==> src/hdl/bbps_pkg.sv <==
// ---------------------------------------------------------------------------
// bbps_pkg
// shared constants, types and match functions of the byte buffer search
// ---------------------------------------------------------------------------
`default_nettype none

package bbps_pkg;

	localparam int unsigned STORE_DEPTH = 4096;
	localparam int unsigned ADDR_W      = $clog2(STORE_DEPTH);
	localparam int unsigned FILL_W      = ADDR_W + 1;
	localparam int unsigned MAX_PATTERN = 8;
	localparam int unsigned PLEN_W      = 4;
	localparam int unsigned PAT_W       = 8 * MAX_PATTERN;
	localparam int unsigned MAX_RANGE   = 64;
	localparam int unsigned RLEN_W      = 7;
	localparam int unsigned APB_AW      = 4;
	localparam int unsigned APB_DW      = 64;

	typedef enum logic [1:0] {
		CMD_APPEND     = 2'd0,
		CMD_READ       = 2'd1,
		CMD_FIND_FIRST = 2'd2,
		CMD_FIND_LAST  = 2'd3
	} cmd_t;

	typedef enum logic [1:0] {
		ERR_OK    = 2'd0,
		ERR_FULL  = 2'd1,
		ERR_RANGE = 2'd2
	} err_t;

	typedef enum logic {
		REG_PATTERN = 1'b0,
		REG_LENGTH  = 1'b1
	} reg_idx_t;

	typedef struct packed {
		logic [PAT_W-1:0]  pattern;
		logic [PLEN_W-1:0] plen;
	} cfg_t;

	typedef struct packed {
		logic [7:0]  result_byte;
		logic        found;
		logic [11:0] match_index;
		logic [12:0] fill_count;
		logic [1:0]  error_code;
		logic        last_of_run;
	} out_word_t;

	function automatic logic [PLEN_W-1:0] eff_len(input logic [PLEN_W-1:0] raw);
		logic [PLEN_W-1:0] n;
		n = raw;
		if (n == '0)
			n = PLEN_W'(1);
		if (n > PLEN_W'(MAX_PATTERN))
			n = PLEN_W'(MAX_PATTERN);
		return n;
	endfunction

	// hist byte j holds store[a-j]; pattern byte k must sit at hist byte plen-1-k
	function automatic logic match_fwd(input logic [PAT_W-1:0] hist,
			input logic [PAT_W-1:0] pat, input logic [PLEN_W-1:0] plen);
		logic ok;
		int   idx;
		ok = 1'b1;
		for (int k = 0; k < MAX_PATTERN; k++) begin
			idx = int'(plen) - 1 - k;
			if (k < int'(plen)) begin
				if (hist[8*idx +: 8] != pat[8*k +: 8])
					ok = 1'b0;
			end
		end
		return ok;
	endfunction

	// hist byte j holds store[a+j]
	function automatic logic match_bwd(input logic [PAT_W-1:0] hist,
			input logic [PAT_W-1:0] pat, input logic [PLEN_W-1:0] plen);
		logic ok;
		ok = 1'b1;
		for (int k = 0; k < MAX_PATTERN; k++) begin
			if (k < int'(plen)) begin
				if (hist[8*k +: 8] != pat[8*k +: 8])
					ok = 1'b0;
			end
		end
		return ok;
	endfunction

endpackage

`default_nettype wire

==> src/hdl/bbps_cfg.sv <==
// ---------------------------------------------------------------------------
// bbps_cfg
// apb register file holding the search pattern and its length
// ---------------------------------------------------------------------------
`default_nettype none

module bbps_cfg (
	input  wire logic                        clk,
	input  wire logic                        arst_n,
	input  wire logic                        psel,
	input  wire logic                        penable,
	input  wire logic                        pwrite,
	input  wire logic [bbps_pkg::APB_AW-1:0] paddr,
	input  wire logic [bbps_pkg::APB_DW-1:0] pwdata,
	output logic      [bbps_pkg::APB_DW-1:0] prdata,
	output logic                             pready,
	output bbps_pkg::cfg_t                   cfg
);

	logic [bbps_pkg::PAT_W-1:0]  pattern_q;
	logic [bbps_pkg::PLEN_W-1:0] length_q;
	bbps_pkg::reg_idx_t          sel;
	logic                        wr;

	assign pready = 1'b1;
	assign sel    = bbps_pkg::reg_idx_t'(paddr[3]);
	assign wr     = psel && penable && pwrite && pready;

	always_ff @(posedge clk or negedge arst_n) begin
		if (!arst_n) begin
			pattern_q <= '0;
			length_q  <= bbps_pkg::PLEN_W'(1);
		end else if (wr) begin
			case (sel)
				bbps_pkg::REG_PATTERN: pattern_q <= pwdata[bbps_pkg::PAT_W-1:0];
				bbps_pkg::REG_LENGTH:  length_q  <= pwdata[bbps_pkg::PLEN_W-1:0];
				default: ;
			endcase
		end
	end

	always_comb begin
		case (sel)
			bbps_pkg::REG_PATTERN: prdata = bbps_pkg::APB_DW'(pattern_q);
			bbps_pkg::REG_LENGTH:  prdata = bbps_pkg::APB_DW'(length_q);
			default:               prdata = '0;
		endcase
	end

	assign cfg.pattern = pattern_q;
	assign cfg.plen    = bbps_pkg::eff_len(length_q);

endmodule

`default_nettype wire

==> config.mk <==
export PLATFORM = sky130hd
export DESIGN_NAME = bbps_cfg
export DESIGN_NICKNAME = d
export VERILOG_FILES = /design/src/hdl/bbps_pkg.sv /design/src/hdl/bbps_cfg.sv
export SDC_FILE = /design/constraint.sdc
export NUM_CORES = 1
export LEC_CHECK = 0
export ABC_AREA = 1
export BUFFER_PORTS_ARGS = -buffer_cell sky130_fd_sc_hd__buf_2
export CORE_ASPECT_RATIO = 1.2
export CORE_MARGIN = 1
export CORE_UTILIZATION = 39
export DETAILED_ROUTE_END_ITERATION = 7
export PLACE_DENSITY = 0.74
export SYNTH_ARGS = -nofsm -noshare
export SYNTH_HDL_FRONTEND = slang
export SYNTH_SLANG_ARGS = --single-unit
==> constraint.sdc <==
create_clock -name clk -period 0.8 [get_ports clk]
set_input_delay 0.16 -clock clk [delete_from_list [all_inputs] [get_ports clk]]
set_output_delay 0.16 -clock clk [all_outputs]
set_load 0.005 [all_outputs]
Word-level counts from Yosys, hierarchy flattened --
Cells that the tools add are included.
Word-level totals: register bits 68, bits in latches 0, RAM bits 0, ROM bits 0, input bits 73, output and inout port bits 133, logic and storage cells 12, memories kept 0
Operators by class: $add $sub $neg 0, $mul 0, divide/modulo/power cells 0, $lt $le $gt $ge 1, equality and inequality tests 0, shift-type cells 0, mux-type cells 3, bitwise gates (word level) 1, reduce and logical (&&, ||, !) cells 5
Operator list (count):
- 64-bit one-hot mux with 2 select lines | 1
- 4-bit two-way mux | 2
- 4-bit > comparator, second input constant | 1
- 4-bit zero test | 1
- 2-bit AND reduction | 2
- 1-bit logical AND | 2
- 1-bit NOT | 1

Depth between registers and ports, before layout --
depth in word-level cells 4, mapped depth 6, mapped depth without buffers 4

Worst setup path after synthesis --
Ideal clock, no wire load.
path kind input to register, start point in paddr[3] (netlist name), end point reg pattern_q[10] (netlist name), setup time 117 ps, data arrival time 845 ps, data required time 683 ps, slack -162 ps, cell stages on the path 6, buffers on the path 2, cells stage by stage buf_2 > inv_2 > nand4_4 > clkbuf_1 > nand2_1 > nand2_1
On the way: cells in the longest elaborated chain, start to end 2
RTL lines:
- start: declaration | RTL line bbps_cfg.sv:13 | input wire logic [bbps_pkg::APB_AW-1:0] paddr,
- 1-bit NOT
- 2-bit AND reduction (no line)
- end signal: assignment | RTL line bbps_cfg.sv:35 | bbps_pkg::REG_PATTERN: pattern_q <= pwdata[bbps_pkg::PAT_W-1:0];
- end: declaration | RTL line bbps_cfg.sv:20 | logic [bbps_pkg::PAT_W-1:0] pattern_q;
No other way between the ends. A chain may end at the register's enable or synchronous reset.

==> metrics.md <==
| Metric | Value |
|---|---|
| Worst r2r src | length_q[2]$_DFFE_PN0P_ |
| CTS sink cnt | 68 |
| Peak VDD IR | 1350 uV |
| Syn nets | 518 |
| Worst path bufs/invs | 1 |
| Final routed DRC violation total | 0 |
| I/O Buffers | 201 |
| Hold_sp | pwdata[39] |
| Starting Density | 0.4037 |
| Largest net degree at the start of global routing | 38 |
| Delay-heaviest family, CP | flip-flops |
| Final core utilization | 0.6296 |
| Io pins | 206 |
| Status | finished, violations left |
| Dpl hpwl | 6.814 mm |
| Seq/Total Area, Yosys | 0.5203 |
| Post-route ant nets | 0 |
| Worst path arrival time | 1.17 ns |
| Area of the multi-input gates | 1264 um^2 |
| Yosys warns | 0 |
| Final GP Congestion | 0.7666 |
| CP max FO | 3 |
| Failing checks | setup timing |
| CP Class | reg -> out |
| Critical Path Start Type | flop |
| LEAKAGE | 3.137 nW |
| Num rows | 36 |
| # H-tree levels | 3 |
| Die area | 8765 um^2 |
| Nets@finish | 759 |
| Min cycle time layout | 1.331 ns |
| Die height | 102.4 um |
| Reg area | 1704 um^2 |
| Chip width | 85.63 um |
| CTS clk-pin slew, worst paths | 0.07 ns |
| Int Pwr | 0.007208 W |
| WL/cell | 12.14 um |
| Vias/cell | 4.646 |
| Filler cells | 741 |
| Switch Pwr | 0.003336 W |
| Slew Viols, Final | 0 |
| Clock share of power | 0.234 |
| Synth Area per Inst | 7.355 um^2 |
| Fin worst setup slack | -0.5309 ns |
| Max Cap Viol | 0 |
| Critical-path cell list | a21oi_1 -> nor2_1 -> buf_2 |
| Vias in the first global route | 3184 |
| Mapped Area | 3273 um^2 |
| Max incr delay on CP | 0.55 ns |
| Logic gate share of total power | 0.327 |
| WL final | 9.545 mm |
| Global-route wire length before repair | 14.18 mm |
| Hold Path Class | in -> reg |
| Vias | 3652 |
| Detailed Route Iter0 Violations | 116 |
| Core Region | 8108 um^2 |
| Final period util | 1.664 |
| RSZ-0062 raised after global routing | yes |
| Overflow after GRT | 0 |
| Clock Tree Buf Depth | 2 |
| Drt first pass iters | 4 |
| Final Hold Vio Count | 0 |
| Netlist cell types | 17 |
| Power Total | 0.01055 W |
| Required @ worst endpoint | 0.64 ns |
| Power per Cell Area | 2066 nW/um^2 |
| CP max-delay cell | dfstp_2 |
| Mapped Cells | 445 |
| Clk_skew | 0 ns |
| Clock latency on the worst-skew pair | 0.33 ns |
| Initial antenna violation count | 0 |
| Final setup violating endpoints | 137 |
| Synth Register Bits | 68 |
| CTS Root Cell | clkbuf_8 |
| Critical Path End Type | output pin |
| GRT Total Usage | 0.2082 |
| Clock buffer count from CTS | 9 |
| Sequential share of power | 0.439 |
| CTS tree | yes |
| Area Growth Syn to Fin | 55.96% |
| Maximum clock frequency | 751.4 MHz |
| CP startpoint | length_q[0]$_DFFE_PN1P_ |
| Switch share | 0.3164 |
| Share of post-route cells with drive strength above 1 | 0.4667 |
==> worst reg2reg max path, stage by stage, from the launching register on <==
cell and delay, ns:
dfrtp_1 0.39, buf_4 0.14, buf_4 0.12, nand2_1 0.05, nand2_1 0.05
==> metrics by stage <==
step	setup TNS [ns]	area (um^2)	setup slack, ns	hold WS (ns)	std cells
global placement	-25.00	4574	-0.2190	0.01191	731
global route	-43.07	5102	-0.5716	0.05334	785
finish	-36.73	5105	-0.5309	0.05320	786
floorplan	-8.304	3431	-0.09681	-0.1356	445
detailed placement	-26.26	4574	-0.2443	0.01128	731
CTS	-38.26	4875	-0.5367	0.03898	762
==> cells by family (layout without fill, tap and decap cells) <==
logic type	count (synthesis)	after routing	share of synthesized area
AO/OA/AOI/OAI	3	3	0.004586
other	1	2	0.001146
buffers and inverters	94	339	0.1212
AND/OR/NAND/NOR	279	279	0.3528
flip-flops	68	68	0.5203
==> Yosys cell counts <==
cell type	count	area share
nand4_1	1	0.0019
nor2_1	63	0.072
conb_1	1	0.0011
nor2_2	1	0.0019
a21oi_1	1	0.0015
nand3_1	68	0.10
dfstp_2	1	0.0080
o21ai_0	2	0.0031
buf_4	1	0.0023
inv_2	2	0.0023
buf_6	3	0.010
clkbuf_1	12	0.014
inv_1	62	0.071
buf_2	14	0.021
dfrtp_1	67	0.51
nand2_1	145	0.17
nand4_4	1	0.0065
==> registers in the layout (all words and copies together) (netlist names) <==
name,flops
length_q,4
pattern_q,64
==> what timing repair did <==
item / 4_1_cts / 5_1_grt
setup endpoints to repair: 132 / 133
endpoints found under the hold margin: 68 / 0
pin swaps: 4 / 6
hold buffers: 1 / 0
gates resized for setup: 6 / 21
buffers inserted: 15 / 23
==> power by group through the flow <==
stage	Combinational [W]	Clock, W	Sequential (W)
final	0.00345	0.00246	0.00463
after global routing	0.00386	0.00270	0.00471
after CTS	0.00304	0.00253	0.00461
after detailed placement	0.00281	0	0.00467
after global placement	0.00271	0	0.00465
after floorplan	0.00124	0	0.00465
==> worst paths after layout <==
kind                                                  end  slack, ns  cells past startpoint
worst max-delay path                               cfg[0]      -0.53                      3
worst min-delay path            pattern_q[39]$_DFFE_PN0P_       0.05                      3
worst max register to register    length_q[2]$_DFFE_PN0P_      -0.06                      4
worst min register to register    length_q[0]$_DFFE_PN1P_       0.49                      2
max in group asynchronous         length_q[3]$_DFFE_PN0P_       0.16                      3
min in group asynchronous        pattern_q[1]$_DFFE_PN0P_       0.21                      2
==> routing by layer <==
metal / routed length [um] / up-vias / GRT usage / share of wire
met5: 0 / - / 0 / 0
met3: 501 / 8 / 0.03393 / 0.052
met2: 5127 / 129 / 0.3834 / 0.54
met4: 121 / 0 / 0.08590 / 0.013
li1: - / 1806 / - / -
met1: 3795 / 1709 / 0.2407 / 0.40
==> layout make-up <==
class                   instances  area share
flip-flops and latches         68      0.3338
repair buffers                260      0.3132
multi-input cells             283      0.2475
inverters                      64     0.04853
clock buffers                  13     0.03113
well taps                      95     0.02328
clock inverters                 2    0.001961
diodes                          1   0.0004902
==> cell usage in the layout, fill, tap and decap left out <==
cell type and count:
nand3_1 68, dfrtp_2 1, inv_2 12, conb_1 1, nor2_2 29, inv_1 51, clkinv_2 2, nand2_1 143
buf_2 197, dlygate4sd3_1 1, inv_8 1, dfstp_2 1, diode_2 1, o21ai_2 2, a21oi_1 1, buf_4 44
clkbuf_8 11, buf_12 8, nand4_4 1, nor2_1 34, clkbuf_1 2, nand2_2 2, nand4_1 1, nor2_4 1
buf_6 10, dfrtp_1 66
Note: power is estimated with default switching activity, not from simulation.
