File: src/hdl/bbps_pkg.sv
// ---------------------------------------------------------------------------
// bbps_pkg
// shared constants, types and match functions of the byte buffer search
// ---------------------------------------------------------------------------
`default_nettype none

package bbps_pkg;

	localparam int unsigned STORE_DEPTH = 4096;
	localparam int unsigned ADDR_W      = $clog2(STORE_DEPTH);
	localparam int unsigned FILL_W      = ADDR_W + 1;
	localparam int unsigned MAX_PATTERN = 8;
	localparam int unsigned PLEN_W      = 4;
	localparam int unsigned PAT_W       = 8 * MAX_PATTERN;
	localparam int unsigned MAX_RANGE   = 64;
	localparam int unsigned RLEN_W      = 7;
	localparam int unsigned APB_AW      = 4;
	localparam int unsigned APB_DW      = 64;

	typedef enum logic [1:0] {
		CMD_APPEND     = 2'd0,
		CMD_READ       = 2'd1,
		CMD_FIND_FIRST = 2'd2,
		CMD_FIND_LAST  = 2'd3
	} cmd_t;

	typedef enum logic [1:0] {
		ERR_OK    = 2'd0,
		ERR_FULL  = 2'd1,
		ERR_RANGE = 2'd2
	} err_t;

	typedef enum logic {
		REG_PATTERN = 1'b0,
		REG_LENGTH  = 1'b1
	} reg_idx_t;

	typedef struct packed {
		logic [PAT_W-1:0]  pattern;
		logic [PLEN_W-1:0] plen;
	} cfg_t;

	typedef struct packed {
		logic [7:0]  result_byte;
		logic        found;
		logic [11:0] match_index;
		logic [12:0] fill_count;
		logic [1:0]  error_code;
		logic        last_of_run;
	} out_word_t;

	function automatic logic [PLEN_W-1:0] eff_len(input logic [PLEN_W-1:0] raw);
		logic [PLEN_W-1:0] n;
		n = raw;
		if (n == '0)
			n = PLEN_W'(1);
		if (n > PLEN_W'(MAX_PATTERN))
			n = PLEN_W'(MAX_PATTERN);
		return n;
	endfunction

	// hist byte j holds store[a-j]; pattern byte k must sit at hist byte plen-1-k
	function automatic logic match_fwd(input logic [PAT_W-1:0] hist,
			input logic [PAT_W-1:0] pat, input logic [PLEN_W-1:0] plen);
		logic ok;
		int   idx;
		ok = 1'b1;
		for (int k = 0; k < MAX_PATTERN; k++) begin
			idx = int'(plen) - 1 - k;
			if (k < int'(plen)) begin
				if (hist[8*idx +: 8] != pat[8*k +: 8])
					ok = 1'b0;
			end
		end
		return ok;
	endfunction

	// hist byte j holds store[a+j]
	function automatic logic match_bwd(input logic [PAT_W-1:0] hist,
			input logic [PAT_W-1:0] pat, input logic [PLEN_W-1:0] plen);
		logic ok;
		ok = 1'b1;
		for (int k = 0; k < MAX_PATTERN; k++) begin
			if (k < int'(plen)) begin
				if (hist[8*k +: 8] != pat[8*k +: 8])
					ok = 1'b0;
			end
		end
		return ok;
	endfunction

endpackage

`default_nettype wire

File: src/hdl/bbps_if.sv
// ---------------------------------------------------------------------------
// bbps_if
// valid/ready channels for command words and result words
// ---------------------------------------------------------------------------
`default_nettype none

interface bbps_in_if;
	logic        valid;
	logic        ready;
	logic [1:0]  command;
	logic [7:0]  data_byte;
	logic [11:0] start_index;
	logic [6:0]  range_length;

	modport source (output valid, command, data_byte, start_index, range_length,
		input ready);
	modport sink (input valid, command, data_byte, start_index, range_length,
		output ready);
endinterface

interface bbps_out_if;
	logic        valid;
	logic        ready;
	logic [7:0]  result_byte;
	logic        found;
	logic [11:0] match_index;
	logic [12:0] fill_count;
	logic [1:0]  error_code;
	logic        last_of_run;

	modport source (output valid, result_byte, found, match_index, fill_count,
		error_code, last_of_run, input ready);
	modport sink (input valid, result_byte, found, match_index, fill_count,
		error_code, last_of_run, output ready);
endinterface

`default_nettype wire

File: src/hdl/bbps_ctrl.sv
// ---------------------------------------------------------------------------
// bbps_ctrl
// command sequencer: appends, range reads and byte-serial pattern scans
// ---------------------------------------------------------------------------
`default_nettype none

module bbps_ctrl (
	input  wire logic                         clk,
	input  wire logic                         arst_n,
	bbps_in_if.sink                           in_ch,
	bbps_out_if.source                        out_ch,
	input  bbps_pkg::cfg_t                    cfg,
	output logic                              ram_we,
	output logic      [bbps_pkg::ADDR_W-1:0]  ram_waddr,
	output logic      [7:0]                   ram_wdata,
	output logic                              ram_re,
	output logic      [bbps_pkg::ADDR_W-1:0]  ram_raddr,
	input  wire logic [7:0]                   ram_rdata
);

	localparam int unsigned AW = bbps_pkg::ADDR_W;
	localparam int unsigned FW = bbps_pkg::FILL_W;

	typedef enum logic [1:0] {
		S_IDLE,
		S_RANGE,
		S_SCAN
	} state_t;

	state_t                      state_q;
	logic [FW-1:0]               fill_q;
	logic [AW-1:0]               addr_q;
	logic [AW-1:0]               end_q;
	logic                        back_q;
	logic [bbps_pkg::PLEN_W-1:0] plen_q;
	logic [bbps_pkg::PAT_W-1:0]  hist_q;
	logic [bbps_pkg::PLEN_W-1:0] seen_q;
	logic                        out_valid_q;
	bbps_pkg::out_word_t         out_q;

	bbps_pkg::cmd_t              cmd;
	logic                        out_free;
	logic                        accept;
	logic                        full;
	logic [FW-1:0]               fill_m1;
	logic [FW-1:0]               range_top;
	logic                        range_bad;
	logic                        too_short;
	logic [bbps_pkg::PAT_W-1:0]  hist_nx;
	logic [bbps_pkg::PLEN_W-1:0] seen_nx;
	logic                        hit;
	logic                        scan_end;
	logic [AW-1:0]               hit_idx;
	logic [AW-1:0]               scan_next;
	logic                        load;
	bbps_pkg::out_word_t         word;

	assign cmd       = bbps_pkg::cmd_t'(in_ch.command);
	assign out_free  = !out_valid_q || out_ch.ready;
	assign in_ch.ready = (state_q == S_IDLE) && out_free;
	assign accept    = in_ch.valid && in_ch.ready;

	assign full      = (fill_q == FW'(bbps_pkg::STORE_DEPTH));
	assign fill_m1   = fill_q - FW'(1);
	assign range_top = FW'(in_ch.start_index) + FW'(in_ch.range_length);
	assign range_bad = (in_ch.range_length == '0)
		|| (in_ch.range_length > bbps_pkg::RLEN_W'(bbps_pkg::MAX_RANGE))
		|| (range_top > fill_q);
	assign too_short = (fill_q < FW'(cfg.plen));

	// scan window: newest byte enters at byte 0
	assign hist_nx  = {hist_q[bbps_pkg::PAT_W-9:0], ram_rdata};
	assign seen_nx  = (seen_q == bbps_pkg::PLEN_W'(bbps_pkg::MAX_PATTERN)) ?
		seen_q : seen_q + bbps_pkg::PLEN_W'(1);
	assign hit      = (seen_nx >= plen_q) && (back_q ?
		bbps_pkg::match_bwd(hist_nx, cfg.pattern, plen_q) :
		bbps_pkg::match_fwd(hist_nx, cfg.pattern, plen_q));
	assign scan_end = back_q ? (addr_q == '0) : (addr_q == fill_m1[AW-1:0]);
	assign hit_idx  = back_q ? addr_q : addr_q - AW'(plen_q) + AW'(1);
	assign scan_next = back_q ? addr_q - AW'(1) : addr_q + AW'(1);

	assign ram_we    = accept && (cmd == bbps_pkg::CMD_APPEND) && !full;
	assign ram_waddr = fill_q[AW-1:0];
	assign ram_wdata = in_ch.data_byte;

	always_comb begin
		ram_re    = 1'b0;
		ram_raddr = addr_q + AW'(1);
		load      = 1'b0;
		word      = '0;
		word.fill_count  = fill_q;
		word.last_of_run = 1'b1;
		case (state_q)
			S_IDLE: begin
				if (accept) begin
					case (cmd)
						bbps_pkg::CMD_APPEND: begin
							load = 1'b1;
							if (full)
								word.error_code = bbps_pkg::ERR_FULL;
							else
								word.fill_count = fill_q + FW'(1);
						end
						bbps_pkg::CMD_READ: begin
							if (range_bad) begin
								load = 1'b1;
								word.error_code = bbps_pkg::ERR_RANGE;
							end else begin
								ram_re    = 1'b1;
								ram_raddr = AW'(in_ch.start_index);
							end
						end
						bbps_pkg::CMD_FIND_FIRST: begin
							if (too_short)
								load = 1'b1;
							else begin
								ram_re    = 1'b1;
								ram_raddr = '0;
							end
						end
						bbps_pkg::CMD_FIND_LAST: begin
							if (too_short)
								load = 1'b1;
							else begin
								ram_re    = 1'b1;
								ram_raddr = fill_m1[AW-1:0];
							end
						end
						default: ;
					endcase
				end
			end
			S_RANGE: begin
				if (out_free) begin
					load = 1'b1;
					word.result_byte = ram_rdata;
					word.last_of_run = (addr_q == end_q);
					if (addr_q != end_q)
						ram_re = 1'b1;
				end
			end
			S_SCAN: begin
				ram_raddr = scan_next;
				if (hit || scan_end) begin
					load = out_free;
					word.found       = hit;
					word.match_index = hit ? hit_idx : '0;
				end else
					ram_re = 1'b1;
			end
			default: ;
		endcase
	end

	always_ff @(posedge clk or negedge arst_n) begin
		if (!arst_n) begin
			state_q     <= S_IDLE;
			fill_q      <= '0;
			addr_q      <= '0;
			end_q       <= '0;
			back_q      <= 1'b0;
			plen_q      <= bbps_pkg::PLEN_W'(1);
			hist_q      <= '0;
			seen_q      <= '0;
			out_valid_q <= 1'b0;
			out_q       <= '0;
		end else begin
			if (load) begin
				out_valid_q <= 1'b1;
				out_q       <= word;
			end else if (out_ch.ready)
				out_valid_q <= 1'b0;
			case (state_q)
				S_IDLE: begin
					if (accept) begin
						if (ram_we)
							fill_q <= fill_q + FW'(1);
						if (ram_re) begin
							addr_q <= ram_raddr;
							end_q  <= AW'(in_ch.start_index) + AW'(in_ch.range_length)
								- AW'(1);
							back_q <= (cmd == bbps_pkg::CMD_FIND_LAST);
							plen_q <= cfg.plen;
							seen_q <= '0;
							state_q <= (cmd == bbps_pkg::CMD_READ) ? S_RANGE : S_SCAN;
						end
					end
				end
				S_RANGE: begin
					if (out_free) begin
						if (addr_q == end_q)
							state_q <= S_IDLE;
						else
							addr_q <= addr_q + AW'(1);
					end
				end
				S_SCAN: begin
					if (hit || scan_end) begin
						if (out_free)
							state_q <= S_IDLE;
					end else begin
						hist_q <= hist_nx;
						seen_q <= seen_nx;
						addr_q <= scan_next;
					end
				end
				default: state_q <= S_IDLE;
			endcase
		end
	end

	assign out_ch.valid       = out_valid_q;
	assign out_ch.result_byte = out_q.result_byte;
	assign out_ch.found       = out_q.found;
	assign out_ch.match_index = out_q.match_index;
	assign out_ch.fill_count  = out_q.fill_count;
	assign out_ch.error_code  = out_q.error_code;
	assign out_ch.last_of_run = out_q.last_of_run;

endmodule

`default_nettype wire

File: src/flat_wrapper.sv
// flat-port wrapper written by rule: the top's interface ports become plain ports
module bbps_ctrl_flat 
  (clk, arst_n, cfg, ram_we, ram_waddr, ram_wdata, ram_re, ram_raddr, ram_rdata, in_ch_valid, in_ch_command, in_ch_data_byte, in_ch_start_index, in_ch_range_length, in_ch_ready, out_ch_valid, out_ch_result_byte, out_ch_found, out_ch_match_index, out_ch_fill_count, out_ch_error_code, out_ch_last_of_run, out_ch_ready);
  bbps_in_if in_ch_i ();
  bbps_out_if out_ch_i ();
  input  wire logic clk;
  input  wire logic arst_n;
  input  bbps_pkg::cfg_t cfg;
  output logic ram_we;
  output logic      [bbps_pkg::ADDR_W-1:0] ram_waddr;
  output logic      [7:0] ram_wdata;
  output logic ram_re;
  output logic      [bbps_pkg::ADDR_W-1:0] ram_raddr;
  input  wire logic [7:0] ram_rdata;
  input wire logic [$bits(in_ch_i.valid)-1:0] in_ch_valid;
  input wire logic [$bits(in_ch_i.command)-1:0] in_ch_command;
  input wire logic [$bits(in_ch_i.data_byte)-1:0] in_ch_data_byte;
  input wire logic [$bits(in_ch_i.start_index)-1:0] in_ch_start_index;
  input wire logic [$bits(in_ch_i.range_length)-1:0] in_ch_range_length;
  output wire logic [$bits(in_ch_i.ready)-1:0] in_ch_ready;
  output wire logic [$bits(out_ch_i.valid)-1:0] out_ch_valid;
  output wire logic [$bits(out_ch_i.result_byte)-1:0] out_ch_result_byte;
  output wire logic [$bits(out_ch_i.found)-1:0] out_ch_found;
  output wire logic [$bits(out_ch_i.match_index)-1:0] out_ch_match_index;
  output wire logic [$bits(out_ch_i.fill_count)-1:0] out_ch_fill_count;
  output wire logic [$bits(out_ch_i.error_code)-1:0] out_ch_error_code;
  output wire logic [$bits(out_ch_i.last_of_run)-1:0] out_ch_last_of_run;
  input wire logic [$bits(out_ch_i.ready)-1:0] out_ch_ready;
  assign in_ch_i.valid = in_ch_valid;
  assign in_ch_i.command = in_ch_command;
  assign in_ch_i.data_byte = in_ch_data_byte;
  assign in_ch_i.start_index = in_ch_start_index;
  assign in_ch_i.range_length = in_ch_range_length;
  assign in_ch_ready = in_ch_i.ready;
  assign out_ch_valid = out_ch_i.valid;
  assign out_ch_result_byte = out_ch_i.result_byte;
  assign out_ch_found = out_ch_i.found;
  assign out_ch_match_index = out_ch_i.match_index;
  assign out_ch_fill_count = out_ch_i.fill_count;
  assign out_ch_error_code = out_ch_i.error_code;
  assign out_ch_last_of_run = out_ch_i.last_of_run;
  assign out_ch_i.ready = out_ch_ready;
  bbps_ctrl u_core (.clk(clk), .arst_n(arst_n), .in_ch(in_ch_i), .out_ch(out_ch_i), .cfg(cfg), .ram_we(ram_we), .ram_waddr(ram_waddr), .ram_wdata(ram_wdata), .ram_re(ram_re), .ram_raddr(ram_raddr), .ram_rdata(ram_rdata));
endmodule
File: config.mk
export PLATFORM = sky130hd
export DESIGN_NAME = bbps_ctrl_flat
export DESIGN_NICKNAME = d
export VERILOG_FILES = /design/src/hdl/bbps_pkg.sv /design/src/hdl/bbps_if.sv /design/src/hdl/bbps_ctrl.sv /design/src/flat_wrapper.sv
export SDC_FILE = /design/constraint.sdc
export NUM_CORES = 1
export LEC_CHECK = 0
export BUFFER_PORTS_ARGS = -buffer_cell sky130_fd_sc_hd__buf_2
export CAP_MARGIN = 40
export CORE_MARGIN = 3
export CORE_UTILIZATION = 55
export CTS_CLUSTER_DIAMETER = 80
export DETAILED_ROUTE_END_ITERATION = 6
export GPL_TIMING_DRIVEN = 0
export PLACE_DENSITY = 0.78
export SLEW_MARGIN = 5
export SYNTH_ARGS = -nofsm -noshare
export SYNTH_HDL_FRONTEND = slang
export SYNTH_SLANG_ARGS = --single-unit
File: constraint.sdc
create_clock -name clk -period 5.58 [get_ports clk]
set_input_delay 0.558 -clock clk [delete_from_list [all_inputs] [get_ports clk]]
set_output_delay 0.558 -clock clk [all_outputs]
set_load 0.05 [all_outputs]
Word level (Yosys, flattened, before mapping)
Cells that the tools add are included.
W data, S select, Z words.
{"block": "totals", "wordCells": 205, "input_bits": 109, "register_bits": 142}
{"block": "op_classes", "shift": 8, "n_addsub": 18, "n_eq_ne": 34, "n_reduce_logical": 25, "n_mux": 92, "order_cmp": 12, "bitwise_logic": 1}
{"cell": "$shiftx A64 B32 Y8", "n": 7}
{"cell": "$mux W12", "n": 12}
{"cell": "$ne A8 B8 Y1", "n": 16}
{"cell": "$pmux W12 S3", "n": 2}
{"cell": "$shiftx A64 B8 Y8", "n": 1}
{"cell": "$mux W13", "n": 4}
{"cell": "$mux W1", "n": 50}
{"cell": "$sub A12 B1 Y12 const B", "n": 3}
{"cell": "$mux W15", "n": 2}
{"cell": "$add A12 B1 Y12 const B", "n": 2}
{"cell": "$eq A12 B12 Y1", "n": 2}
{"cell": "$pmux W12 S2", "n": 1}
{"cell": "$sub A5 B4 Y6 const B", "n": 4}
{"cell": "$lt A3 B4 Y1 const A", "n": 4}
{"cell": "$mux W2", "n": 8}
{"cell": "$mux W4", "n": 4}
{"cell": "$mux W8", "n": 2}
{"cell": "$add A12 B7 Y13", "n": 1}
{"cell": "$add A13 B1 Y13 const B", "n": 1}
{"cell": "$eq A13 B13 Y1 const B", "n": 1}
{"cell": "$gt A13 B13 Y1", "n": 1}
{"cell": "$lt A13 B4 Y1", "n": 1}
{"cell": "$add A12 B7 Y12", "n": 1}
{"cell": "$logic_not A12 Y1", "n": 1}
{"cell": "other kinds (33)", "n": 59}

Depth between registers and ports, before layout
Gate-level depths: netlist (run 1).
{"block": "logic_depth", "ltp_word": 27, "ltp_mapped": 25, "depth_no_buf": 24}

Worst setup path after synthesis (run 1)
Ideal clock, no wire load.
{"block": "synth_timing", "path_kind": "reg-to-output", "from": "register u_core.plen_q[0] (netlist bit)", "to": "output ram_re", "arrival_time_ps": 5432, "setup_slack_ps": -410, "n_path_buf": 9, "stages_incl_launch_ff": 24, "cell_sequence": "dfstp_2 buf_6 buf_6 buf_8 inv_2 buf_2 ha_1 buf_4 buf_6 buf_6 inv_1 ha_1 clkbuf_1 mux4_2 mux2_2 a31o_1 a21oi_1 nor4_1 a21oi_1 a32oi_2 o21ai_2 clkbuf_1 nor2_1 nor2_1"}
{"block": "synth_between", "elab_chain_len": 24, "word_cells_on_any_way": 69, "cone_classes": "add/sub (8); order compare (9); eq/ne (8); shift (8); mux (34); reduce/logical (2)"}
{"item": "start: declaration", "line": "bbps_ctrl.sv:35", "source": "logic [bbps_pkg::PLEN_W-1:0] plen_q;"}
{"item": "start signal: assignment", "line": "bbps_ctrl.sv:162", "source": "plen_q <= bbps_pkg::PLEN_W'(1);"}
{"item": "start signal: assignment", "line": "bbps_ctrl.sv:183", "source": "plen_q <= cfg.plen;"}
{"item": "parallel branches: the longest is 20 deep, another holds $sub A5 B2 Y6"}
{"item": "$logic_and A1 B1 Y1 *", "line": "bbps_ctrl.sv:75", "source": "assign hit = (seen_nx >= plen_q) && (back_q ?"}
{"item": "$logic_or A1 B1 Y1 *", "line": "bbps_ctrl.sv:144", "source": "if (hit || scan_end) begin"}
{"item": "$mux W1 *", "line": "bbps_ctrl.sv:144"}
{"item": "$pmux W1 S3 *", "line": "bbps_ctrl.sv:93", "source": "case (state_q)"}
{"item": "end: declaration", "line": "flat_wrapper.sv:12", "source": "output logic ram_re;"}
Every way passes the cells marked *.

Worst setup path after layout (run 1)
{"block": "layout_timing", "from": "register u_core.plen_q[1] (netlist bit)", "to": "output ram_re"}
The elaborated chain is that of the path after synthesis.

==> results of run 1 <==
metal layers:
metal | vias up | global-route usage, %
li1 | 6225 | -
met1 | 7083 | 53.1
met2 | 1100 | 52.2
met3 | 192 | 8.37
met4 | 0 | 15.8
met5 | - | 0
worst register-to-register path: stages, from the launching register on:
cell and delay (ps):
dfrtp_1 390, buf_4 230, clkinvlp_4 210, ha_4 330, buf_6 130, buf_12 110, buf_12 90, clkinvlp_4 140
ha_4 320, clkbuf_16 160, mux4_2 290, mux2_4 310, nand2b_4 150, a211oi_2 260, a21oi_2 70, nor4_4 360
nand3_2 210, buf_4 200, a21oi_1 220, a211oi_2 180, or2_1 370, clkbuf_2 300, a22o_1 290
state kept, by name, indices dropped and copies added (netlist names):
| signal | count |
|---|---|
| u_core.addr_q | 12 |
| u_core.out_ch.fill_count | 13 |
| u_core.out_ch.last_of_run | 1 |
| u_core.fill_q | 13 |
| u_core.out_ch.error_code | 2 |
| u_core.state_q | 2 |
| u_core.out_ch.valid | 1 |
| u_core.plen_q | 4 |
| u_core.end_q | 12 |
| u_core.out_ch.match_index | 12 |
| u_core.out_ch.found | 1 |
| u_core.back_q | 1 |
| u_core.seen_q | 4 |
| u_core.hist_q | 56 |
| u_core.out_ch.result_byte | 8 |
kinds of logic (layout without fill, tap and decap cells):
logic type	after synthesis	after routing	synth area share (%)
multiplexers	268	268	23.5
AND/OR/NAND/NOR	330	330	11.2
XOR/XNOR	204	204	11.9
buffers and inverters	200	436	6.57
other	0	2	0
flip-flops	142	142	23.3
adder cells (fa/ha/maj)	103	103	8.60
AO/OA/AOI/OAI	320	320	14.9
worst paths after layout:
check,start,to,slack (ps),cells after the start
min in group clk,cfg[0],u_core.plen_q[0],430,2
worst min-delay path,arst_n,u_core.out_ch.match_index[7],140,1
max in group asynchronous,arst_n,u_core.plen_q[0],4570,2
worst max register to register,u_core.plen_q[1],u_core.out_ch.result_byte[6],190,22
worst max-delay path,u_core.plen_q[1],ram_re,90,21
worst min register to register,u_core.out_ch.error_code[1],u_core.out_ch.error_code[1],470,1
stage by stage:
| stage | hold slack [ps] | setup WS [ps] | util (%) | TNS (ps) |
|---|---|---|---|---|
| global placement | 459 | -2070 | 61.2 | -189430 |
| global route | 189 | -18.9 | 66.4 | -32.0 |
| CTS | 155 | -81.9 | 65.5 | -81.9 |
| detailed placement | 463 | -2160 | 61.4 | -199050 |
| floorplan | 262 | 17.6 | - | 0 |
| finish | 140 | 90.2 | 66.4 | 0 |
final cells by class:
type,instances,area [µm²]
Inverter,96,374
Multi-Input combinational cell,1225,11100
Clock buffer,18,439
Sequential cell,142,3550
Antenna cell,2,5.00
Buffer,97,683
Fill cell,2107,9100
Clock inverter,14,161
Timing Repair Buffer,211,1230
Tap cell,372,465
Yosys cell counts (25+ instances only):
master	count
xnor2_1	92
nor4_1	28
nor3_1	25
a22oi_1	25
nand2_1	82
mux2i_1	77
nand3_1	30
nor2_1	63
mux4_2	56
a21oi_1	55
clkbuf_1	47
dfrtp_1	141
mux2_2	122
inv_1	93
buf_4	25
o21ai_0	52
ha_1	100
xor2_1	110
what timing repair did:
action	in CTS	in global routing
endpoints found under the setup margin	138	104
gates resized for setup	71	54
setup buffers	27	12
pin swaps	14	19
==> flow_summary_export.csv, run 1 <==
group,metric,value,unit
sta,tightest_slew,976,ps
layout,drive_gt1_share,30.7,%
clock_tree,cts_inserted_buffers,17,
global_routing,antenna_found_initial,2,
yosys,synth.cell_area,0.0153,mm²
layout,layout_commonest_cell,"buf_2",
setup_path,crit_type,"register to primary output",
yosys,synth_seq_cells,142,
status,status,"finished with violations",
clock_tree,cts_max_path_buffers,2,
placed_design,dp_hpwl,42400,µm
clock_tree,cts_hold_buffers,0,
floorplanning,dieArea,0.0298,mm²
route,top_layer,"met4",
floorplanning,die_width,173,µm
yosys,yosys.area.top_type,"dfrtp_1",
yosys,synth_edf_count,0,
clock_tree,clockRootBuffer,"clkbuf_16",
setup_path,worst-path-buf-inv,8,
clock_tree,clock-sinks,142,
sta,period_needed,5490,ps
run,cap_violations,0,
setup_path,cp.required,5020,ps
layout,syn_to_final_growth,18.0,%
floorplanning,initial_core_util,56.3,%
route,drt_first_pass_iters,7,
placed_design,io_buffers,171,
route,drc,8,
setup_path,crit_family,"buffers and inverters",
worst_hold_path,min_path_type,"input pin to asynchronous set/reset pin",
route,vias,14600,
sta,hold_violations,0,
sta,clock_skew,21.0,ps
global_routing,grt_pass1_wl,85000,µm
status,violations,"design-rule violations",
yosys,async_flop_share,100,%
layout,final_nets,2002,
sta,drv_slew,0,
floorplanning,io_pins,182,
sta,fin_crit_sh,98.4,%
clock_tree,insertion_delay,450,ps
placed_design,place_inst,2111,
floorplanning,die_y,173,µm
yosys,ys_top_cells_by_area,"dfrtp_1, mux2_2, mux4_2",
yosys,ys.flop_type,"dfrtp_1",
layout,stdcell_count,2177,
global_routing,grt-ovfl-total,0,
setup_path,cp_cell_sequence,"buf_4 -> clkinvlp_4 -> ha_4 -> buf_6 -> buf_12 -> buf_12 -> clkinvlp_4 -> ha_4 -> clkbuf_16 -> mux4_2 -> mux2_4 -> nand2b_4 -> a211oi_2 -> a21oi_2 -> nor4_4 -> nand3_2 -> a32oi_2 -> o21ai_4 -> nor2_4 -> nor2_4 -> buf_8",
route,wl,56600,µm
floorplanning,coreArea,0.0271,mm²
route,wl_met1,23300,µm
yosys,seq_area_frac_synth,23.3,%
sta,slew_headroom,34.9,%
setup_path,crit_arrival,4930,ps
yosys,yosysTopAreaCellShare,23.1,%
setup_path,start_kind,"register",
clock_tree,cts-htree-levels,4,
layout,design_area,0.0180,mm²
layout,final_cell_mix,"buf_2, dfrtp_1, mux2_2, xor2_1, ha_1",
placed_design,placed_area,0.0166,mm²
global_routing,grt_util_all_layers,36.5,%
route,drtAntennaViolNets,0,
sta,finalSetupViolations,0,
setup_path,max_stage_delay,390,ps
floorplanning,placement_rows,60,
yosys,syn_inst,1567,
placed_design,gp_congestion,1.05,
route,met3WireLength,7180,µm
setup_path,crit_fanout,10,
setup_path,crit_path_top_delay_cell,"dfrtp_1",
yosys,avgSynthCellArea,9.73,µm²
yosys,ys_types,86,
route,vias_per_cell,6.71,
route,wl_met2,23700,µm
setup_path,crit_path_end_kind,"primary output",
clock_tree,cts_tree,"yes",
route,wl_per_cell,26.0,µm
sta,fmax,182,MHz
yosys,ys_warn_count,0,
route,drt_iter0_drc,2056,
global_routing,grt_max_degree,78,
yosys,syn_nets,1779,
clock_tree,clk_pin_slew_worst_paths,70,ps
global_routing,grt_pass1_vias,14221,
Power of run 1 is left out: the tool's default activity adds up to more than one toggle a clock period on the data nets, which glitch-free logic cannot reach.
==> inputs of run 2 (changes only) <==
Settings changed: ABC_CLOCK_PERIOD_IN_PS set to 5580, CORE_ASPECT_RATIO set to 0.75.
==> flow_summary_export.csv, run 2 (synthesis results as in run 1) <==
group,metric,value,unit
sta,clock_skew,13.7,ps
sta,fin_crit_sh,103,%
sta,final.setup.tns,-178,ps
clock_tree,cts_tree,"yes",
global_routing,grt_pass1_vias,13570,
global_routing,grt-ovfl-total,0,
global_routing,grt_pass1_wl,83100,µm
clock_tree,cts_inserted_buffers,17,
global_routing,grt_util_all_layers,37.1,%
sta,period_needed,5760,ps
sta,drv_slew,0,
layout,stdcell_count,2155,
clock_tree,cts_hold_buffers,0,
layout,layout_commonest_cell,"buf_2",
layout,drive_gt1_share,30.4,%
floorplanning,placement_rows,52,
route,drc,0,
placed_design,dp_hpwl,43500,µm
clock_tree,clock-sinks,142,
setup_path,crit_fanout,10,
floorplanning,coreArea,0.0271,mm²
sta,fmax,174,MHz
placed_design,io_buffers,171,
layout,final_util,66.0,%
setup_path,cp.required,5020,ps
global_routing,antenna_found_initial,0,
route,vias_per_cell,6.75,
setup_path,crit_path_end_kind,"primary output",
sta,hold_violations,0,
layout,final_cell_mix,"buf_2, dfrtp_1, mux2_2, xor2_1, ha_1",
global_routing,grt_max_degree,80,
status,status,"finished with violations",
placed_design,gp_congestion,1.04,
status,violations,"negative setup slack",
placed_design,pre_cts_slack,-1750,ps
setup_path,start_kind,"register",
route,vias,14552,
setup_path,rr_startpoint,"u_core.plen_q[0]",
sta,tightest_slew,1080,ps
setup_path,cp_cell_sequence,"buf_12 -> buf_12 -> buf_12 -> inv_4 -> buf_12 -> ha_4 -> buf_6 -> buf_12 -> buf_8 -> buf_12 -> buf_6 -> mux2_2 -> mux2i_1 -> o22ai_1 -> xor2_1 -> nor4_2 -> a22oi_1 -> nor4_4 -> buf_4 -> o21ai_4 -> clkbuf_8 -> nor2_4 -> nor2_4 -> buf_8",
route,wl,56400,µm
sta,rsz0062_at_grt,"yes",
sta,fin_ws,-178,ps
setup_path,crit_family,"buffers and inverters",
floorplanning,die_width,198,µm
layout,multi_input_area,0.0111,mm²
setup_path,crit_path_top_delay_cell,"dfstp_2",
clock_tree,cts_max_path_buffers,2,
worst_hold_path,min_path_type,"input pin to asynchronous set/reset pin",
clock_tree,cts-htree-levels,4,
setup_path,crit_type,"register to primary output",
layout,largest_register_ffs,56,
route,wl_per_cell,26.2,µm
setup_path,crit_arrival,5200,ps
setup_path,crit_path_start,"u_core.plen_q[0]",
route,drt_iter0_drc,2126,
run,cap_violations,0,
layout,final_nets,2002,
route,drtAntennaViolNets,0,
clock_tree,insertion_delay,440,ps
floorplanning,io_pins,182,
setup_path,cpMostUsedCell,"buf_12",
setup_path,max_stage_delay,570,ps
clock_tree,clockRootBuffer,"clkbuf_16",
floorplanning,die_y,150,µm
floorplanning,dieArea,0.0298,mm²
layout,fillers,2139,
layout,top_register,"u_core.hist_q",
sta,slew_headroom,28.3,%
sta,finalSetupViolations,1,
clock_tree,clk_pin_slew_worst_paths,60,ps
placed_design,place_inst,2092,
floorplanning,initial_core_util,56.2,%
setup_path,worst-path-buf-inv,13,
layout,seqCellArea,0.00355,mm²
layout,syn_to_final_growth,17.4,%
route,drt_first_pass_iters,6,
-- run 2: area by class of cell --
type                            count  area share, %
Multi-Input combinational cell   1225           61.7
Sequential cell                   142           19.8
Timing Repair Buffer              205           6.58
Buffer                            103           4.21
Tap cell                          351           2.45
Clock buffer                       18           2.40
Inverter                           96           2.07
Clock inverter                     14          0.699
Antenna cell                        1         0.0140
-- run 2: worst reg2reg max path, delay by kind of cell, from the launching register on --
kind,cells,cell delay (ps)
AOI/OAI and AO/OA,4,770
xor gates and xnor gates,1,230
adders and majority gates,1,270
buffers and inverters,14,1980
DFF,1,570
muxes,3,910
and+or+nand+nor,2,670
-- run 2: path summary, 6_finish.rpt --
kind / slack [ps] / end / depth (start not counted)
setup reg to reg: 100 / u_core.end_q[11] / 25
hold reg to reg: 480 / u_core.out_ch.match_index[5] / 1
min in group clk: 430 / u_core.plen_q[0] / 2
max in group asynchronous: 4570 / u_core.plen_q[0] / 2
setup / recovery: -180 / ram_re / 24
hold / removal: 160 / u_core.out_ch.match_index[8] / 1
-- run 2: timing repair --
item / 4_1_cts / 5_1_grt
endpoints found under the setup margin: 139 / 76
endpoints found under the hold margin: 0 / 0
buffers inserted: 25 / 6
gates resized for setup: 78 / 36
pin swaps: 19 / 8
-- run 2: layer usage --
layer,global-route usage [%],part of all wire [%],vias up
met4,9.97,2.9,0
met5,0,0,-
met1,56.1,43,7034
li1,-,-,6246
met2,49.7,39,1121
met3,12.9,15,151
-- run 2: per-stage QoR --
stage | cell area, µm² | hold WS (ps)
after global routing | 17900 | 221
final | 17900 | 163
after detailed placement | 16600 | 468
after global placement | 16600 | 467
after floorplan | 15300 | 262
after CTS | 17700 | 188
Power of run 2 is left out for the same reason.
==> inputs of run 3 (changes only) <==
Settings changed: GPL_TIMING_DRIVEN 0 to not set.
==> flow_summary_export.csv, run 3 (synthesis results as in run 1) <==
group,metric,value,unit
layout,final_cell_mix,"buf_2, dfrtp_1, mux2_2, xor2_1, ha_1",
run,cap_violations,0,
global_routing,antenna_found_initial,1,
route,vias_per_cell,6.76,
clock_tree,clk_pin_slew_worst_paths,70,ps
status,status,"completed",
sta,period_needed,5450,ps
sta,final.setup.tns,0,ps
clock_tree,insertion_delay,440,ps
layout,top_register,"u_core.hist_q",
setup_path,crit_path_end_kind,"primary output",
clock_tree,cts-htree-levels,4,
clock_tree,cts_hold_buffers,0,
setup_path,rr_worst_depth,17,
sta,tightest_slew,1140,ps
global_routing,grt_pass1_vias,13066,
route,wl_per_cell,25.9,µm
sta,drv_slew,0,
global_routing,grt_pass1_wl,79300,µm
sta,rsz0062_at_grt,"no",
global_routing,grt-ovfl-total,0,
route,drtAntennaViolNets,0,
floorplanning,placement_rows,52,
layout,seqCellArea,0.00356,mm²
clock_tree,cts_tree,"yes",
layout,layout_commonest_cell,"buf_2",
floorplanning,die_width,198,µm
sta,clock_skew,15.1,ps
layout,syn_to_final_growth,10.3,%
setup_path,rrSetupSlack,500,ps
clock_tree,cts_max_path_buffers,2,
sta,fin_ws,127,ps
setup_path,cp.required,5020,ps
placed_design,pre_cts_slack,129,ps
setup_path,rr_startpoint,"u_core.plen_q[0]",
placed_design,io_buffers,165,
route,vias,13822,
sta,fmax,183,MHz
floorplanning,io_pins,182,
clock_tree,postCtsSetupBuffers,0,
placed_design,dp_hpwl,40900,µm
setup_path,crit_fanout,9,
setup_path,crit_arrival,4900,ps
floorplanning,dieArea,0.0298,mm²
layout,diodes,0,
setup_path,r2r-end,"u_core.plen_q[2]",
layout,largest_register_ffs,56,
worst_hold_path,min_path_type,"input pin to asynchronous set/reset pin",
setup_path,start_kind,"register",
sta,finalSetupViolations,0,
setup_path,crit_path_start,"u_core.plen_q[0]",
global_routing,grt_util_all_layers,35.2,%
route,drt_first_pass_iters,6,
floorplanning,initial_core_util,56.2,%
layout,drive_gt1_share,26.9,%
sta,hold_violations,0,
placed_design,gp_congestion,1.03,
route,drc,0,
floorplanning,coreArea,0.0271,mm²
floorplanning,die_y,150,µm
route,wl,52900,µm
setup_path,crit_type,"register to primary output",
global_routing,grt_max_degree,87,
layout,final_nets,1893,
clock_tree,clockRootBuffer,"clkbuf_16",
clock_tree,clock-sinks,142,
layout,fillers,2258,
sta,fin_crit_sh,97.7,%
route,drt_iter0_drc,1784,
layout,multi_input_area,0.0108,mm²
clock_tree,cts_inserted_buffers,17,
sta,slew_headroom,24.2,%
==> run 3: routing by layer <==
layer | up-vias | GRT usage [%] | routed length [µm]
met5 | - | 0 | 11
met3 | 111 | 13.2 | 8010
li1 | 6019 | - | -
met2 | 965 | 47.3 | 20900
met4 | 2 | 7.60 | 1040
met1 | 6725 | 53.2 | 23000
==> run 3: what timing repair did <==
item                       in CTS  in global routing
setup endpoints to repair       1                 13
gates resized for setup         3                 23
cloned                          0                  0
==> run 3: area by class of cell <==
class	count	area share [%]
multi-input cells	1225	64.2
flip-flops and latches	142	21.1
repair buffers	199	6.71
well taps	351	2.61
clock inverters	14	0.647
clock buffers	18	2.55
inverters	96	2.14
==> run 3: worst max path at each step <==
stage	endpoint	slack [ps]
after floorplan	ram_re	20
after global placement	u_core.plen_q[2]	240
after detailed placement	u_core.plen_q[2]	130
after CTS	ram_re	30
after global routing	ram_re	4
final	ram_re	130
==> run 3: stage by stage <==
step           instances  utilization [%]  hold slack [ps]  instance area, µm²
6_report            2045             62.0              192               16800
5_1_grt             2045             62.0              247               16800
4_1_cts             2045             61.7              226               16800
3_5_place_dp        2013             59.7              466               16200
3_3_place_gp        2013             59.7              458               16200
2_1_floorplan       1567                -              262               15300
==> run 3: worst max-delay path: stages, from the launching register on <==
cell and delay, ps:
dfstp_4 630, inv_2 60, ha_1 240, buf_4 200
inv_1 130, nor2_1 50, a32oi_1 850, o22ai_1 270
xor2_1 200, nor4_1 510, a22oi_1 330, nor4_4 270
buf_4 190, o21ai_4 90, nor2_2 160, nor2_4 50
buf_2 210
Power of run 3 is left out for the same reason.
